$ cat src/sv/keyboard_packet_to_key_matrix_core_defines.svh
`ifndef KEYBOARD_PACKET_TO_KEY_MATRIX_CORE_DEFINES_SVH
`define KEYBOARD_PACKET_TO_KEY_MATRIX_CORE_DEFINES_SVH

// same-cycle implication check
`define KPKM_ASSERT_NOW(lbl, ante, cons) \
    lbl: assert property (@(posedge i_clk) disable iff (!i_rst_n) (ante) |-> (cons)) \
        else $error("kpkm check failed");

// next-cycle implication check
`define KPKM_ASSERT_NEXT(lbl, ante, cons) \
    lbl: assert property (@(posedge i_clk) disable iff (!i_rst_n) (ante) |=> (cons)) \
        else $error("kpkm check failed");

`endif

$ cat src/sv/kpkm_pkg.sv
`timescale 1ns / 1ps
package kpkm_pkg;

    localparam int ROWS = 19;
    localparam int RAM_ROWS = 16;

    localparam logic [1:0] REQ_CHAR = 2'd0;
    localparam logic [1:0] REQ_GAME = 2'd1;
    localparam logic [1:0] REQ_READ = 2'd2;

    localparam int ST_CTRL   = 0;
    localparam int ST_SHIFT  = 1;
    localparam int ST_KANA   = 2;
    localparam int ST_REPEAT = 5;
    localparam int ST_KEYIN  = 6;
    localparam int ST_TENKEY = 7;

    typedef struct packed {
        logic [1:0]  req_type;
        logic [7:0]  key_code;
        logic [7:0]  status_byte;
        logic [23:0] joy_bits;
        logic [4:0]  row_index;
    } t_in_item;

    typedef struct packed {
        logic [15:0] row_data;
        logic        game_mode_active;
    } t_out_item;

    // one pipe access: read a RAM or high row, or clear/set bits
    typedef struct packed {
        logic        rd;
        logic [3:0]  row;
        logic [15:0] clr;
        logic [15:0] set;
        logic        hi;
        logic [15:0] hdata;
        logic        gm;
    } t_op;

    typedef struct packed {
        logic [7:0]  last_key;
        logic        skh;
        logic [23:0] lgb;
        logic        gm;
        logic [15:0] r16;
        logic [15:0] r17;
        logic [15:0] r18;
    } t_state;

    localparam logic [7:0] KEYPAD_MAP [17] = '{
        8'h9B, 8'h9D, 8'h9F, 8'h9C, 8'h91, 8'h9E, 8'h8F, 8'h99,
        8'h92, 8'h98, 8'h95, 8'h96, 8'h94, 8'h9A, 8'h93, 8'h97, 8'h90
    };

    localparam logic [7:0] KANA_FIX [64] = '{
        8'hA0, 8'hA5, 8'hA2, 8'hA3, 8'hDF, 8'hDB, 8'hD2, 8'hC7,
        8'hCC, 8'hA7, 8'hA9, 8'hAA, 8'hD0, 8'hD3, 8'hA4, 8'hBF,
        8'hB9, 8'hC7, 8'hCC, 8'hB1, 8'hB3, 8'hB4, 8'hC0, 8'hC3,
        8'hB2, 8'hBD, 8'hB6, 8'hC1, 8'hC4, 8'hBC, 8'hCA, 8'hB7,
        8'hC2, 8'hBB, 8'hBF, 8'hCB, 8'hBA, 8'hB5, 8'hD4, 8'hD5,
        8'hD6, 8'hDC, 8'hDD, 8'hC5, 8'hC6, 8'hD7, 8'hBE, 8'hB8,
        8'hCF, 8'hC9, 8'hD8, 8'hDA, 8'hD0, 8'hD3, 8'hC8, 8'hCE,
        8'hCD, 8'hB0, 8'hDE, 8'hDF, 8'hD9, 8'hDB, 8'hB9, 8'hA3
    };

    function automatic logic [4:0] game_bit(input logic [7:0] c);
        logic [4:0] b;
        case (c)
            8'h11, 8'h51, 8'h71, 8'hC0, 8'hE0:        b = 5'd24;
            8'h17, 8'h57, 8'h77, 8'hC3, 8'hE1:        b = 5'd23;
            8'h05, 8'h45, 8'h65, 8'hA8, 8'hB2, 8'hE2: b = 5'd22;
            8'h01, 8'h41, 8'h61, 8'h7F, 8'hC1:        b = 5'd21;
            8'h04, 8'h44, 8'h64, 8'hBC, 8'hEA:        b = 5'd20;
            8'h1A, 8'h5A, 8'h7A, 8'h80, 8'hAF, 8'hC2: b = 5'd19;
            8'h18, 8'h58, 8'h78, 8'hBB:               b = 5'd18;
            8'h43, 8'h63, 8'h81, 8'hBF:               b = 5'd17;
            8'h9A: b = 5'd16;
            8'h95: b = 5'd15;
            8'h99: b = 5'd14;
            8'h93: b = 5'd13;
            8'h92: b = 5'd12;
            8'h97: b = 5'd11;
            8'h94: b = 5'd10;
            8'h98: b = 5'd9;
            8'h1B: b = 5'd8;
            8'h21, 8'h31, 8'hC7, 8'hF1: b = 5'd7;
            8'h9C: b = 5'd6;
            8'h9D: b = 5'd5;
            8'h9B: b = 5'd4;
            8'h09: b = 5'd3;
            8'h20: b = 5'd2;
            8'h0D: b = 5'd1;
            default: b = 5'd0;
        endcase
        return b;
    endfunction

endpackage

$ cat src/sv/kpkm_ram.sv
`timescale 1ns / 1ps
module kpkm_ram #(
    parameter int WIDTH = 16,
    parameter int DEPTH = 16
) (
    input  logic                     i_clk,
    input  logic                     i_we,
    input  logic [$clog2(DEPTH)-1:0] i_waddr,
    input  logic [WIDTH-1:0]         i_wdata,
    input  logic                     i_re,
    input  logic [$clog2(DEPTH)-1:0] i_raddr,
    output logic [WIDTH-1:0]         o_rdata
);
    logic [WIDTH-1:0] r_mem [DEPTH];
    logic [WIDTH-1:0] r_rdata;

    always_ff @(posedge i_clk) begin
        if (i_we) begin
            r_mem[i_waddr] <= i_wdata;
        end
        if (i_re) begin
            r_rdata <= r_mem[i_raddr];
        end
    end

    assign o_rdata = r_rdata;
endmodule

$ cat src/sv/kpkm_decode.sv
`timescale 1ns / 1ps
module kpkm_decode import kpkm_pkg::*; (
    input  t_in_item   i_item,
    input  t_state     i_state,
    output t_state     o_state,
    output t_op        o_op0,
    output t_op        o_op1,
    output logic [1:0] o_nops
);
    function automatic logic leave_game(input logic [7:0] c, input logic [7:0] st,
                                        input logic gm, input logic [23:0] lgb);
        logic [4:0] b;
        logic       r;
        b = game_bit(c);
        r = gm;
        if (gm && b != 5'd0 && !lgb[b - 5'd1]) begin
            if (c == 8'h1B || c == 8'h0D || c == 8'h09) begin
                if (st[ST_CTRL]) begin
                    r = 1'b0;
                end
            end else begin
                r = 1'b0;
            end
        end
        return r;
    endfunction

    t_state     s;
    t_op        op0;
    t_op        op1;
    logic [1:0] nops;
    logic [7:0] code;
    logic [7:0] st;
    logic [7:0] kc;
    logic [7:0] plain;
    logic [7:0] d;
    logic [7:0] f;
    logic [7:0] rel_k;
    logic [7:0] prs_k;
    logic       rel_v;
    logic       prs_v;
    logic       done;
    logic       is_spec;
    logic       spec_press;
    logic [5:0] spec_addr;

    always_comb begin
        s          = i_state;
        op0        = '0;
        op1        = '0;
        nops       = 2'd0;
        code       = i_item.key_code;
        st         = i_item.status_byte;
        kc         = '0;
        plain      = '0;
        d          = '0;
        f          = '0;
        rel_k      = i_state.last_key;
        prs_k      = '0;
        rel_v      = 1'b0;
        prs_v      = 1'b0;
        done       = 1'b0;
        is_spec    = 1'b0;
        spec_press = 1'b0;
        spec_addr  = '0;
        case (i_item.req_type)
            REQ_CHAR: begin
                if (st[ST_REPEAT]) begin
                    if (!s.skh) begin
                        rel_v = 1'b1;
                    end else begin
                        s.r16 = s.r16 & 16'h001F;
                        s.r18 = s.r18 & 16'h00FF;
                        s.skh = 1'b0;
                    end
                    if (!(code == 8'h00 && (st[ST_KEYIN] || st[ST_CTRL]))) begin
                        if (!st[ST_TENKEY]) begin
                            is_spec    = 1'b1;
                            spec_press = 1'b1;
                            if (code >= 8'h2A && code <= 8'h39) begin
                                d       = code - 8'h2A;
                                code    = KEYPAD_MAP[d[4:0]];
                                is_spec = 1'b0;
                            end else if (code == 8'h3D) begin
                                code    = KEYPAD_MAP[16];
                                is_spec = 1'b0;
                            end else if (code == 8'hE1) begin
                                spec_addr = 6'h05;
                            end else if (code == 8'hE2) begin
                                spec_addr = 6'h06;
                            end else if (code == 8'hE8) begin
                                spec_addr = 6'h07;
                            end else if (code == 8'hEB) begin
                                spec_addr = 6'h08;
                            end else if (code == 8'hEC) begin
                                spec_addr = 6'h09;
                            end else if (code == 8'h0D) begin
                                s.gm       = leave_game(code, st, s.gm, s.lgb);
                                spec_press = !s.gm;
                                spec_addr  = 6'h0A;
                            end else if (code == 8'h0B || code == 8'h0C) begin
                                spec_addr = 6'h0B;
                            end else if (code >= 8'h1C && code <= 8'h1F) begin
                                spec_addr = {2'b00, code[3:0]};
                            end else if (code >= 8'h71 && code <= 8'h7A) begin
                                f         = (code > 8'h75) ? code - 8'd5 : code;
                                spec_addr = 6'h28 + {2'b00, f[3:0]};
                            end else begin
                                is_spec = 1'b0;
                            end
                            if (is_spec) begin
                                if (spec_press) begin
                                    case (spec_addr[5:4])
                                        2'd0: s.r16[spec_addr[3:0]] = 1'b1;
                                        2'd1: s.r17[spec_addr[3:0]] = 1'b1;
                                        2'd2: s.r18[spec_addr[3:0]] = 1'b1;
                                        default: ;
                                    endcase
                                end
                                done  = 1'b1;
                                s.skh = 1'b1;
                            end
                        end else if (!st[ST_CTRL] && st[ST_SHIFT]) begin
                            if (code == 8'h03) begin
                                prs_v = 1'b1;
                                prs_k = 8'h43;
                                done  = 1'b1;
                            end else if (code == 8'h12) begin
                                prs_v = 1'b1;
                                prs_k = 8'h52;
                                done  = 1'b1;
                            end
                        end
                        if (!done) begin
                            plain = code;
                            kc    = code;
                            if (s.gm && !st[ST_KANA] && code >= 8'hA0 && code <= 8'hDF) begin
                                d  = code - 8'hA0;
                                kc = KANA_FIX[d[5:0]];
                            end
                            s.gm = leave_game(kc, st, s.gm, s.lgb);
                            if (!s.gm) begin
                                prs_v = 1'b1;
                                prs_k = plain;
                            end else if (game_bit(kc) == 5'd0) begin
                                prs_v = 1'b1;
                                prs_k = kc;
                            end
                        end
                        if (prs_v) begin
                            s.last_key = prs_k;
                        end
                    end
                end
                s.r16 = {s.r16[15:5], ~st[4:0]};
            end
            REQ_GAME: begin
                s.gm       = 1'b1;
                s.r17      = i_item.joy_bits[15:0];
                s.r18[7:0] = i_item.joy_bits[23:16];
                s.lgb      = i_item.joy_bits;
            end
            REQ_READ: begin
                op0.rd = 1'b1;
                op0.gm = i_state.gm;
                nops   = 2'd1;
                if (i_item.row_index < 5'(RAM_ROWS)) begin
                    op0.row = i_item.row_index[3:0];
                end else begin
                    op0.hi = 1'b1;
                    case (i_item.row_index)
                        5'd16:   op0.hdata = i_state.r16;
                        5'd17:   op0.hdata = i_state.r17;
                        5'd18:   op0.hdata = i_state.r18;
                        default: op0.hdata = '0;
                    endcase
                end
            end
            default: ;
        endcase

        if (rel_v && prs_v && rel_k[7:4] == prs_k[7:4]) begin
            op0.row = rel_k[7:4];
            op0.clr = 16'h0001 << rel_k[3:0];
            op0.set = 16'h0001 << prs_k[3:0];
            nops    = 2'd1;
        end else if (rel_v && prs_v) begin
            op0.row = rel_k[7:4];
            op0.clr = 16'h0001 << rel_k[3:0];
            op1.row = prs_k[7:4];
            op1.set = 16'h0001 << prs_k[3:0];
            nops    = 2'd2;
        end else if (rel_v) begin
            op0.row = rel_k[7:4];
            op0.clr = 16'h0001 << rel_k[3:0];
            nops    = 2'd1;
        end else if (prs_v) begin
            op0.row = prs_k[7:4];
            op0.set = 16'h0001 << prs_k[3:0];
            nops    = 2'd1;
        end
    end

    assign o_state = s;
    assign o_op0   = op0;
    assign o_op1   = op1;
    assign o_nops  = nops;
endmodule

$ cat src/sv/keyboard_packet_to_key_matrix_core.sv
`timescale 1ns / 1ps
// channel | direction | handshake         | payload
// in      | to core   | i_valid / o_stall | i_item (t_in_item)
// out     | from core | o_valid / i_stall | o_item (t_out_item)
//
// Rows 0..15 live in a 16-entry RAM; rows 16..18 and the scalar state in flops.
// An item is decoded when taken and yields up to two RAM accesses, issued one a
// cycle, unless a stalled output holds the pipe, through a read / modify / write pipe;
// o_stall stays high, and no new item is taken, until the accesses of the last are issued.
// A row read passes r_pop, r_s1 and r_s2 and is then registered into o_item.
// Reset clears the RAM valid bits at once; no clearing pass is needed.
// A stalled output holds the pipe only while a read waits at its end.
module keyboard_packet_to_key_matrix_core import kpkm_pkg::*; (
    input  logic      i_clk,
    input  logic      i_rst_n,
    input  logic      i_valid,
    output logic      o_stall,
    input  t_in_item  i_item,
    output logic      o_valid,
    input  logic      i_stall,
    output t_out_item o_item
);
`include "keyboard_packet_to_key_matrix_core_defines.svh"

    t_state          r_st;
    t_state          n_st;
    t_op             dec_op0;
    t_op             dec_op1;
    logic [1:0]      dec_nops;
    t_op             r_pop [2];
    logic [1:0]      r_pcnt;
    t_op             r_s1;
    logic            r_s1v;
    t_op             r_s2;
    logic            r_s2v;
    logic            r_s2vld;
    logic [RAM_ROWS-1:0] r_vld;
    logic            r_fv;
    logic [3:0]      r_frow;
    logic [15:0]     r_fdata;
    logic            r_ov;
    t_out_item       r_out;
    logic [15:0]     ram_rdata;
    logic [15:0]     old_row;
    logic [15:0]     new_row;
    logic            ram_we;
    logic            adv;
    logic            accept;

    kpkm_decode u_decode (
        .i_item  (i_item),
        .i_state (r_st),
        .o_state (n_st),
        .o_op0   (dec_op0),
        .o_op1   (dec_op1),
        .o_nops  (dec_nops)
    );

    kpkm_ram #(.WIDTH(16), .DEPTH(RAM_ROWS)) u_ram (
        .i_clk   (i_clk),
        .i_we    (ram_we),
        .i_waddr (r_s2.row),
        .i_wdata (new_row),
        .i_re    (adv),
        .i_raddr (r_s1.row),
        .o_rdata (ram_rdata)
    );

    assign o_stall = (r_pcnt != 2'd0);
    assign accept  = i_valid && !o_stall;
    assign adv     = !(r_s2v && r_s2.rd && r_ov && i_stall);

    always_comb begin
        if (r_fv && r_frow == r_s2.row) begin
            old_row = r_fdata;
        end else if (r_s2vld) begin
            old_row = ram_rdata;
        end else begin
            old_row = '0;
        end
        new_row = (old_row & ~r_s2.clr) | r_s2.set;
        ram_we  = adv && r_s2v && !r_s2.rd;
    end

    always_ff @(posedge i_clk) begin
        if (!i_rst_n) begin
            r_st   <= '0;
            r_pcnt <= 2'd0;
            r_s1v  <= 1'b0;
            r_s2v  <= 1'b0;
            r_vld  <= '0;
            r_fv   <= 1'b0;
            r_ov   <= 1'b0;
        end else begin
            if (accept) begin
                r_st   <= n_st;
                r_pcnt <= dec_nops;
            end else if (adv && r_pcnt != 2'd0) begin
                r_pcnt <= r_pcnt - 2'd1;
            end
            if (adv) begin
                r_s1v <= (r_pcnt != 2'd0) && !accept;
                r_s2v <= r_s1v;
                r_fv  <= ram_we;
            end
            if (ram_we) begin
                r_vld[r_s2.row] <= 1'b1;
            end
            if (adv && r_s2v && r_s2.rd) begin
                r_ov <= 1'b1;
            end else if (!i_stall) begin
                r_ov <= 1'b0;
            end
        end
    end

    always_ff @(posedge i_clk) begin
        if (accept) begin
            r_pop[0] <= dec_op0;
            r_pop[1] <= dec_op1;
        end else if (adv && r_pcnt != 2'd0) begin
            r_pop[0] <= r_pop[1];
        end
        if (adv) begin
            r_s1    <= r_pop[0];
            r_s2    <= r_s1;
            r_s2vld <= r_vld[r_s1.row];
            r_frow  <= r_s2.row;
            r_fdata <= new_row;
        end
        if (adv && r_s2v && r_s2.rd) begin
            r_out.row_data         <= r_s2.hi ? r_s2.hdata : old_row;
            r_out.game_mode_active <= r_s2.gm;
        end
    end

    assign o_valid = r_ov;
    assign o_item  = r_out;

    `KPKM_ASSERT_NOW(a_pcnt_range, 1'b1, r_pcnt <= 2'd2)
    `KPKM_ASSERT_NOW(a_no_write_on_read, r_s2v && r_s2.rd, !ram_we)
    `KPKM_ASSERT_NEXT(a_read_queued, accept && i_item.req_type == REQ_READ, r_pcnt == 2'd1)
    `KPKM_ASSERT_NEXT(a_out_held, r_ov && i_stall, r_ov)
endmodule
$ cat config.mk
export PLATFORM = sky130hd
export DESIGN_NAME = keyboard_packet_to_key_matrix_core
export DESIGN_NICKNAME = d
export VERILOG_FILES = /design/src/sv/kpkm_pkg.sv /design/src/sv/kpkm_ram.sv /design/src/sv/kpkm_decode.sv /design/src/sv/keyboard_packet_to_key_matrix_core.sv
export VERILOG_INCLUDE_DIRS = /design/src /design/src/sv
export SDC_FILE = /design/constraint.sdc
export NUM_CORES = 1
export LEC_CHECK = 0
export ABC_CLOCK_PERIOD_IN_PS = 8700
export BUFFER_PORTS_ARGS = -buffer_cell sky130_fd_sc_hd__clkbuf_2
export CELL_PAD_IN_SITES_DETAIL_PLACEMENT = 0
export CELL_PAD_IN_SITES_GLOBAL_PLACEMENT = 1
export CORE_AREA = 2 2 248 250
export DETAILED_ROUTE_END_ITERATION = 7
export DIE_AREA = 0 0 250 252
export PLACE_DENSITY = 0.83
export SYNTH_ARGS = -nofsm -noshare
export SYNTH_HDL_FRONTEND = slang
export SYNTH_MEMORY_MAX_BITS = 65536
export SYNTH_SLANG_ARGS = --single-unit
$ cat constraint.sdc
create_clock -name i_clk -period 8.7 [get_ports i_clk]
set_clock_uncertainty 0.05 [all_clocks]
set_input_delay 0.87 -clock i_clk [delete_from_list [all_inputs] [get_ports i_clk]]
set_output_delay 0.87 -clock i_clk [all_outputs]
set_load 0.05 [all_outputs]
# Word level (Yosys, flattened, before mapping)
# Memory sizes are Yosys's and may differ from the RTL's. A register that Yosys moved wholly into a read port is not among the register bits.
# Cells that the tools add are included.
# totals
romBits	4608
memories	7
reg_bits	197
ramBits	366
elab_cells	375
out_inout_bits	19
input_bits	51
# op_classes
order_cmp	19
n_shift	2
n_mux	210
addsub	7
bitwise	12
eq_ne	32
reduce_logical	59
# memory_table
memory	depth	width	read_ports	rd_clocked_by_memory_dff	wr	line	rtl
(no name shown)	256	5	1	0	0	kpkm_pkg.sv:70	case (c)
(no name shown)	256	5	1	0	0	kpkm_pkg.sv:70	
(no name shown)	256	5	1	0	0	kpkm_pkg.sv:70	
(no name shown)	64	8	1	0	0	kpkm_decode.sv:139	kc = KANA_FIX[d[5:0]];
(no name shown)	32	8	1	0	0	kpkm_decode.sv:82	code = KEYPAD_MAP[d[4:0]];
u_ram.r_mem	16	16	1	1	1	kpkm_ram.sv:14	logic [WIDTH-1:0] r_mem [DEPTH];
+1 memories	-	-	-	-	-	-	
# ops
operator	count
$mux 49	6
$mux 16	18
$mux 8	24
$mux 5	22
$mux 1	98
$mux 48	2
$mux 6	15
$or 16x16->16	5
$mux 55	1
$eq 8x4->1 const B	6
$pmux 16 s3	1
$eq 8x8->1 const B	5
$mux 36	1
$pmux 16 s2	1
$shl 1x4->16 const A	2
$logic_and 1x1->1	26
$eq 8x5->1 const B	3
$mux 4	6
$mux 20	1
$mux 18	1
$mux 17	1
$and 16x16->16	1
$not 16->16	1
$pmux 8 s2	1
other kinds (52)	93

# Longest topological paths before layout
# Gate-level depths: netlist (run 1).
# An unclocked memory read counts as a cell.
# depth
ltp_word	93
mapped_depth	39
depth_no_buf	32

# By module
# A second synthesis (run 1) with hierarchy kept.
# hier_totals
cells_unflattened	2629
area_unflattened_um2	31403.9
# by_module_without_submodules
module	instances	cells_each	area_each_um2
keyboard_packet_to_key_matrix_core	1	973	13556.8
kpkm_ram	1	432	10203.5
kpkm_decode	1	1224	7643.6

# Worst setup path before layout (run 1)
# OpenSTA, ideal clock, no wires.
# synth_path
path_type	input-to-reg
start	input i_item[37] (netlist bit)
end	memory r_pop[0][21] (netlist bit), data pin
stages	36
arrival_ns	8.564
path_slack_ns	-0.185
setup_time_ns	0.271
path_cell_list	clkbuf_1 inv_1 clkbuf_1 ha_1 clkbuf_1 o31a_1 o21ai_1 nor2_2 nor2_1 a31oi_1 inv_2 ha_1 o31ai_4 a21oi_2 or4_4 o21ai_0 inv_1 ha_1 clkbuf_1 inv_1 a221oi_1 or3_1 and3_1 clkbuf_1 nor2_1 ha_1 clkbuf_1 nand2_1 a21oi_1 or4_1 a41o_1 o31ai_4 buf_2 a21oi_2 o211ai_1 o31ai_1
# synth_lines
item	line	rtl
start: declaration	keyboard_packet_to_key_matrix_core.sv:18	input t_in_item i_item,
end: declaration	keyboard_packet_to_key_matrix_core.sv:30	t_op r_pop [2];

==> results of run 1 <==
## final timing paths
kind	startpoint	end	slack [ps]	cells after the start
max	i_item[38]	r_pop[0][20]$_DFFE_PP_	620	29
min	r_s1[31]$_DFFE_PN_	r_s2[31]$_DFFE_PN_	330	0
max reg2reg	r_st[48]$_SDFFE_PN0P_	r_pop[0][20]$_DFFE_PP_	2360	22
min reg2reg	r_s1[31]$_DFFE_PN_	r_s2[31]$_DFFE_PN_	330	0
## power by group through the flow
stage | sequential [uW] | combinational, uW | clock [uW]
6_report | 4230 | 1810 | 2420
5_1_grt | 4280 | 1940 | 2550
4_1_cts | 4240 | 1810 | 2450
3_5_place_dp | 4290 | 1790 | 0
3_3_place_gp | 4260 | 1760 | 0
2_1_floorplan | 4130 | 1260 | 0
## through the flow
| step | hold slack, ps | std cells |
|---|---|---|
| 2_1_floorplan | 350.3 | 2157 |
| 3_3_place_gp | 351.3 | 3015 |
| 3_5_place_dp | 354.5 | 3015 |
| 4_1_cts | 321.2 | 3115 |
| 5_1_grt | 348.6 | 3115 |
| 6_report | 325.9 | 3115 |
## cell usage in the layout (no fill, tap or decap), types with 10 or more instances in the layout
cell / instances
a211oi_1: 14
a21boi_0: 54
a21o_1: 22
a21oi_1: 62
a22o_1: 10
a22oi_1: 53
a31oi_1: 17
buf_4: 136
clkbuf_1: 11
clkbuf_16: 53
clkbuf_2: 69
clkinv_2: 12
dfxtp_1: 104
edfxtp_1: 495
ha_1: 31
inv_1: 49
mux2_2: 37
mux2i_1: 15
mux4_2: 93
nand2_1: 245
nand2b_1: 25
nand3_1: 38
nand4_1: 12
nor2_1: 147
nor2_2: 13
nor2b_1: 30
nor3_1: 37
o2111ai_1: 11
o211a_1: 10
o211ai_1: 25
o21a_1: 23
o21ai_0: 73
o21ai_1: 22
o221ai_1: 10
o31ai_1: 17
or3_1: 11
## worst max-delay path, delay by kind of cell
family          cells  cell delay (ps)
compound gates      8             2200
fa+ha+maj           3              860
mux                 1              520
buf+inv             5              720
simple gates       12             3220
## layout make-up
class | instances | area [um^2] | area share (%)
Inverter | 54 | 207.7 | 0.6557
Clock inverter | 34 | 409.1 | 1.292
Sequential cell | 599 | 16950 | 53.50
Clock buffer | 66 | 1395 | 4.404
Tap cell | 782 | 978.4 | 3.089
Timing Repair Buffer | 205 | 1366 | 4.313
Multi-Input combinational cell | 1375 | 10370 | 32.75
## state kept, by name (all words and copies together), names as in the netlist
register       cells
r_fdata           16
o_item            17
u_ram.o_rdata     16
u_ram.r_mem      256
r_vld             16
r_frow             4
r_s1v              1
o_valid            1
r_fv               1
r_s2vld            1
r_s1              55
r_st              82
r_s2v              1
r_pop             75
r_s2              55
r_pcnt             2
## kinds of logic after synthesis
logic type,Yosys count,synth area share [%]
AO/OA/AOI/OAI,542,14.25
XOR/XNOR,16,0.5544
adder cells (fa/ha/maj),31,1.386
buffers and inverters,183,2.664
flip-flops,599,60.55
multiplexers,146,9.557
AND/OR/NAND/NOR,640,11.05
## routing by layer
| layer | vias to the layer above | wire length (um) | part of all wire (%) | track usage [%] |
|---|---|---|---|---|
| li1 | 8618 | - | - | - |
| met1 | 9660 | 31720 | 40 | 32.61 |
| met2 | 869 | 39880 | 50 | 43.42 |
| met3 | 150 | 5321 | 6.7 | 3.260 |
| met4 | 0 | 2212 | 2.8 | 7.186 |
| met5 | - | 0 | 0 | 0 |
==> key figures, run 1 <==
Power and ir drop
  – Internal: 6059 uW
  – Pwr dens: between 200 and 300 mW/mm^2
  – P_sw: 2401 uW
  – Sw Ratio: between 20 and 30%
  – Clock power frac: between 20 and 30%
  – Sequential power share: 50.0%
  – Worst IR drop on VDD: 0.0001889 V
  – Logic pwr share: between 20% and 30%
  – P_leak: approximately 0.011 uW
  – Pwr Total: 8460 uW

Detailed routing
  – ANT nets after route: 0
  – Pre-antenna DRT Iters: 6
  – Wire length per cell: about 25 um
  – 1st-iter DRT viols: about 2200
  – Drt total wl: slightly below 80000 um
  – DRC Markers: 0
  – Avg Vias per Cell: between 6 and 7
  – Via count: between 15000 and 20000

Logic synthesis
  – Synth unique cells: between 100 and 150
  – Netlist Area Pre-Place: about 0.028 mm^2
  – Synth top area share: between 50% and 60%
  – Most frequent cells after synthesis: edfxtp_1, nand2_1, nor2_1
  – Sequential cell area fraction in the yosys report: about 60%
  – Async set-reset flop share out of synthesis: 0%
  – YS warnings: 0
  – Yosys reg bits: 599
  – Synth area leader: edfxtp_1
  – Cells after Synth: ~2200
  – Most numerous cell in the Yosys netlist: edfxtp_1
  – Avg Inst Size Synth: 12.98 um^2
  – Ys flop type: edfxtp_1
  – Post-synth EDFFs: approximately 500
  – Syn_nets: between 2000 and 2500
  – Synth area leaders: edfxtp_1, mux4_2, dfxtp_1, nand2_1, nor2_1

Clock tree
  – CTS Buf Count: 53
  – Clock Sinks: 599
  – Post-CTS Resized: 0
  – CTS max path bufs: 3
  – Clock Latency Late Sink: slightly above 600 ps
  – CTS root buf: clkbuf_16
  – H-tree depth: 2
  – Hold buffer count at cts: 0
  – Postcts setup bufs: 0
  – CTS tree: built
  – CTS clock-pin slew for the worst setup and hold paths: 60 ps

STA
  – Fin crit share: 92.87%
  – Max-slew headroom: 21.28%
  – RSZ-0062 raised after global routing: false
  – Setup_tns: 0 ps
  – Setup slack after layout: between 600 and 700 ps
  – Slew Viols, Final: 0
  – Final setup vio count: 0
  – Final hold viol count: 0
  – Highest clock rate: around 0.12 GHz
  – Fin crit period: 8080 ps
  – Slew @ Worst Pin: 1181 ps

Cells and area
  – Final instance area: roughly 0.032 mm^2
  – Fin util: about 53%
  – # diodes: 0
  – Fillers: ~5000
  – Layout cells sized above 1: 21.47%
  – Final nets: ~2400
  – P&R area growth vs syn: 13.17%

Critical path
  – Worst Setup End Kind: register
  – Crit path kind: in -> reg
  – WP data arrival: approximately 8400 ps
  – Startpoint types: input pin
  – Req. time, crit path: approximately 9000 ps
  – CP max stage cell: mux4_2
  – Slowest cell delay on critical path: 520 ps
  – Crit Path Max Fanout: 6

Floorplan
  – Die width: 250 um
  – Die height: between 200 and 300 um
  – Initial Utilization: between 40% and 50%
  – I/O pin count: 70
  – Number of cell rows: 90
  – Core area: between 0.06 and 0.07 mm^2
  – Die Footprint: 0.06300 mm^2

Global routing
  – Initial antenna violation count: 1
  – Largest net degree at the start of global routing: around 110
  – Total grt overflow: 0
  – Global-route wire length before repair: around 120000 um
  – Gr usage total: 24.86%
  – Vias in the first global route: between 15000 and 20000

Placed design
  – IO buf count: ~70
  – Hpwl dp: approximately 54000 um
  – Placed Area: between 0.02 and 0.03 mm^2
  – Placement Setup Slack: 241.4 ps
  – RePlAce Congestion: 0.9915

Min path
  – Worst hold path class: reg -> reg

Run
  – Max cap viols: 0

Outcome
  – Status: completed
No activity file was read; power rests on OpenSTA's default activity.
==> run 2, diff against run 1 <==
==> constraint.sdc (replaced) <==
create_clock -name i_clk -period 8.7 [get_ports i_clk]
set_clock_uncertainty 0.05 [all_clocks]
set_input_delay 0.435 -clock i_clk [delete_from_list [all_inputs] [get_ports i_clk]]
set_output_delay 0.435 -clock i_clk [all_outputs]
set_load 0.05 [all_outputs]
==> key figures, run 2 (synthesis gave the netlist of run 1 again) <==
Outcome
  – Status: completed

Critical path
  – Critical R2R Launch: r_st[48]$_SDFFE_PN0P_
  – Req. time, crit path: between 8000 and 9000 ps
  – Crit path kind: in -> reg
  – Slowest cell delay on critical path: roughly 700 ps
  – Startpoint types: input pin
  – Cells on worst reg2reg path: 22
  – R2r endpoint: r_pop[1][28]$_SDFFCE_PN0P_
  – Worst Setup End Kind: register
  – CP max stage cell: a211o_1
  – Cell mode on critical path: ha_1
  – R2R setup slack: between 2000 and 2500 ps
  – WP data arrival: 8290 ps
  – Crit Path Max Fanout: 22

Detailed routing
  – Via count: 19310
  – Avg Vias per Cell: about 6.2
  – Pre-antenna DRT Iters: 5
  – 1st-iter DRT viols: just under 2000
  – Wire length per cell: around 26 um
  – DRC Markers: 0
  – ANT nets after route: 0
  – Drt total wl: around 80000 um

Clock tree
  – Hold buffer count at cts: 0
  – Post-CTS Resized: 0
  – H-tree depth: 2
  – CTS tree: built
  – CTS clock-pin slew for the worst setup and hold paths: around 70 ps
  – Clock Sinks: between 500 and 600
  – CTS Buf Count: 55
  – Postcts setup bufs: 0
  – CTS root buf: clkbuf_16
  – Clock Latency Late Sink: between 600 and 700 ps
  – CTS max path bufs: 3

STA
  – Max-slew headroom: about a fifth
  – RSZ-0062 raised after global routing: false
  – Final setup vio count: 0
  – Highest clock rate: around 0.12 GHz
  – Slew Viols, Final: 0
  – Setup slack after layout: roughly 660 ps
  – Fin crit period: around 8000 ps
  – Setup_tns: 0 ps
  – Fin crit share: between 90% and 100%
  – Slew @ Worst Pin: ~1200 ps
  – Final hold viol count: 0

Power and ir drop
  – Pwr dens: about 270 mW/mm^2
  – Worst IR drop on VDD: approximately 0.00015 V
  – P_leak: about 0.011 uW

Floorplan
  – Die height: roughly 250 um
  – Core area: 0.06013 mm^2
  – Die width: roughly 250 um
  – Initial Utilization: a little under half
  – Number of cell rows: 90
  – Die Footprint: 0.06300 mm^2
  – I/O pin count: 70

Cells and area
  – P&R area growth vs syn: 12.66%
  – Final nets: 2353
  – Commonest non-fill, non-tap cell in the layout: edfxtp_1
  – Most frequent cells in the layout: edfxtp_1, nand2_1, nor2_1
  – # diodes: 0
  – Fillers: 5006
  – Biggest register: u_ram.r_mem
  – Layout cells sized above 1: 20.67%
  – Largest register FFs: around 260
  – Regs by FF count: u_ram.r_mem x256, r_st x82, r_pop x75

Global routing
  – Initial antenna violation count: 1
  – Total grt overflow: 0
  – Largest net degree at the start of global routing: 106
  – Global-route wire length before repair: between 100000 and 150000 um
  – Gr usage total: roughly 25%
  – Vias in the first global route: between 15000 and 20000

Placed design
  – Hpwl dp: between 50000 and 60000 um
  – IO buf count: 69
  – Placement Setup Slack: around 190 ps
  – RePlAce Congestion: between 0.9 and 1

Run
  – Max cap viols: 0

Min path
  – Endpoint, Worst Hold: r_st[35]$_SDFFE_PN0P_
  – Worst hold path class: in -> reg
  – Hold path depth: 3
  – Hold Path Origin: i_item[32]
==> run 2: report_power, final <==
part	switching [uW]	total, uW	internal [uW]	leakage, uW
Sequential	258	4230	3970	0.00574
Combinational	1090	1790	698	0.00437
Clock	1050	2400	1350	0.000888
==> run 2: metal layers <==
layer | wire length, um | part of all wire [%] | track usage (%)
met5 | 16 | 0.020 | 0
met1 | 32640 | 41 | 33.21
met2 | 39530 | 49 | 43.01
met3 | 4984 | 6.2 | 2.961
met4 | 3026 | 3.8 | 10.01
==> run 2: final cells by class <==
type                            count  area (um^2)  area share [%]
Tap cell                          782        978.4           3.103
Inverter                           54        207.7          0.6587
Clock inverter                     33        315.3          0.9999
Timing Repair Buffer              186         1224           3.880
Clock buffer                       70         1504           4.769
Multi-Input combinational cell   1375        10360           32.85
Sequential cell                   599        16950           53.74
==> run 2: critical path, delay by kind of cell <==
family | cells | cell delay, ps
fa+ha+maj | 3 | 910
simple gates | 11 | 3390
compound gates | 11 | 3040
buf+inv | 3 | 480
==> run 2: worst max-delay path by stage <==
| stage | startpoint | to | slack [ps] |
|---|---|---|---|
| floorplan | i_item[37] | r_pop[0][21]$_DFFE_PP_ | 250 |
| global placement | i_item[36] | r_pop[0][23]$_DFFE_PP_ | 200 |
| detailed placement | i_item[43] | r_pop[1][23]$_SDFFCE_PN0P_ | 190 |
| CTS | i_item[43] | r_pop[1][28]$_SDFFCE_PN0P_ | 810 |
| global route | i_item[38] | r_pop[0][19]$_DFFE_PP_ | 180 |
| finish | i_item[43] | r_pop[1][28]$_SDFFCE_PN0P_ | 660 |
==> run 2: stage by stage <==
step	util (%)	power, uW	cell area (um^2)	cells	hold slack [ps]
6_report	52.44	8417	31530	3099	50.80
5_1_grt	52.44	8736	31530	3099	45.40
4_1_cts	52.44	8451	31530	3099	19.95
3_5_place_dp	49.42	6055	29710	2996	354.5
3_3_place_gp	49.42	5998	29710	2996	351.1
2_1_floorplan	-	5387	27990	2157	350.3
==> run 3, diff against run 2 <==
Settings changed: ABC_CLOCK_PERIOD_IN_PS 8700 to 7540, CORE_AREA 2 2 248 250 to 2 2 236 238, DIE_AREA 0 0 250 252 to 0 0 238 240, PLACE_DENSITY 0.83 to 0.87, SKIP_CTS_REPAIR_TIMING from default to 1.
Clock period 8.7 ns to 7.54 ns, I/O delays scaled along.
==> key figures, run 3 (synthesis gave the netlist of run 1 again) <==
Power and ir drop
  – Sequential power share: 50.2%
  – P_leak: 0.01179 uW
  – Pwr dens: between 200 and 300 mW/mm^2
  – Clock power frac: 27.3%
  – Worst IR drop on VDD: about 0.00022 V
  – Pwr Total: just under 10000 uW
  – Sw Ratio: 28.82%
  – Logic pwr share: 22.5%
  – P_sw: around 2800 uW
  – Internal: 6990 uW

Detailed routing
  – Pre-antenna DRT Iters: 5
  – Drt total wl: around 82000 um
  – Via count: between 15000 and 20000
  – DRC Markers: 0
  – Wire length per cell: 25.74 um
  – Avg Vias per Cell: just over 6
  – 1st-iter DRT viols: just over 2000
  – ANT nets after route: 0

Global routing
  – Global-route wire length before repair: about 120000 um
  – Largest net degree at the start of global routing: 106
  – Total grt overflow: 0
  – Gr usage total: about 29%
  – Vias in the first global route: 19840
  – Initial antenna violation count: 0

Placed design
  – RePlAce Congestion: 0.9986
  – Placed Area: 0.03098 mm^2
  – Placement Setup Slack: -256.2 ps
  – Hpwl dp: approximately 58000 um
  – IO buf count: 69

Min path
  – Worst hold path class: in -> reg

STA
  – Fin crit share: a little over nine tenths
  – Fin crit period: 7115 ps
  – Max-slew headroom: between 10 and 15%
  – Hold slack: 4.747 ps
  – Final hold viol count: 0
  – Slew @ Worst Pin: approximately 1300 ps
  – RSZ-0062 raised after global routing: false
  – Final setup vio count: 0
  – Setup slack after layout: approximately 430 ps
  – Highest clock rate: ~0.14 GHz
  – Slew Viols, Final: 0

Cells and area
  – # diodes: 0
  – Layout cells sized above 1: about a quarter
  – Fin util: 59.95%
  – Most frequent cells in the layout: edfxtp_1, buf_4, nand2_1
  – Final nets: between 2000 and 3000
  – Biggest register: u_ram.r_mem
  – P&R area growth vs syn: 17.08%
  – Commonest non-fill, non-tap cell in the layout: edfxtp_1
  – Final instance area: 0.03277 mm^2
  – Regs by FF count: u_ram.r_mem x256, r_st x82, r_pop x75
  – Largest register FFs: around 260

Clock tree
  – CTS tree: built
  – CTS Buf Count: 54
  – CTS clock-pin slew for the worst setup and hold paths: 60 ps
  – H-tree depth: 2
  – CTS max path bufs: 3
  – Clock Sinks: approximately 600
  – CTS root buf: clkbuf_16
  – Clock Latency Late Sink: 620 ps

Critical path
  – Cell mode on critical path: ha_2
  – Worst Setup End Kind: register
  – Crit path kind: in -> reg
  – CP max stage cell: or4_4
  – Crit Path Max Fanout: 12
  – Slowest cell delay on critical path: ~550 ps
  – Req. time, crit path: slightly below 8000 ps
  – Startpoint types: input pin
  – WP data arrival: 7460 ps

Floorplan
  – Die width: approximately 240 um
  – Initial Utilization: between 50% and 60%
  – Core area: 0.05466 mm^2
  – Number of cell rows: 86
  – I/O pin count: 70
  – Die Footprint: approximately 0.057 mm^2
  – Die height: around 240 um

Run
  – Max cap viols: 0

Outcome
  – Status: completed
-- run 3: area by class of cell --
cell class / count / area (um^2)
inverter: 54 / 210.2
tap: 704 / 880.8
clock inverter: 18 / 183.9
timing repair buffer: 353 / 2517
sequential: 599 / 16950
multi-input combinational: 1375 / 10450
fill: 4196 / 21890
clock buffer: 82 / 1582
-- run 3: metrics by stage --
step	TNS (ps)	cells
after detailed placement	-4866	3084
after floorplan	0	2157
after global routing	0	3185
final	0	3185
after global placement	-1926	3084
after CTS	0	3184
-- run 3: critical path: cells and delay by family --
kind,cells,cell delay [ps]
AOI/OAI and AO/OA,14,2990
xor gates and xnor gates,1,170
and+or+nand+nor,5,1540
buffers and inverters,5,710
muxes,1,540
adders and majority gates,4,1120
-- run 3: layer usage --
metal  up-vias  GRT usage (%)  routed length [um]
met3       195          3.261                4627
met4         0          11.12                3341
met5         -              0                   0
li1       8897              -                   -
met1      9868          36.12               32240
met2       880          50.64               41770
-- run 3: path summary, 6_finish.rpt --
path                                            startpoint                      to  slack, ps  depth (start not counted)
worst min register to register  r_pop[0][37]$_SDFFCE_PP0P_      r_s1[37]$_DFFE_PN_        340                          0
worst min-delay path                            i_item[22]    r_st[1]$_SDFFE_PN0P_          5                          3
worst max-delay path                            i_item[39]  r_pop[0][25]$_DFFE_PP_        430                         30
worst max register to register       r_st[48]$_SDFFE_PN0P_  r_pop[0][25]$_DFFE_PP_       1190                         19
-- run 3: power groups by stage --
stage	Combinational (uW)	Sequential [uW]	Clock [uW]
6_report	2210	4930	2680
3_3_place_gp	2120	4940	0
5_1_grt	2350	4970	2820
4_1_cts	2210	4920	2710
2_1_floorplan	1460	4770	0
3_5_place_dp	2180	4970	0
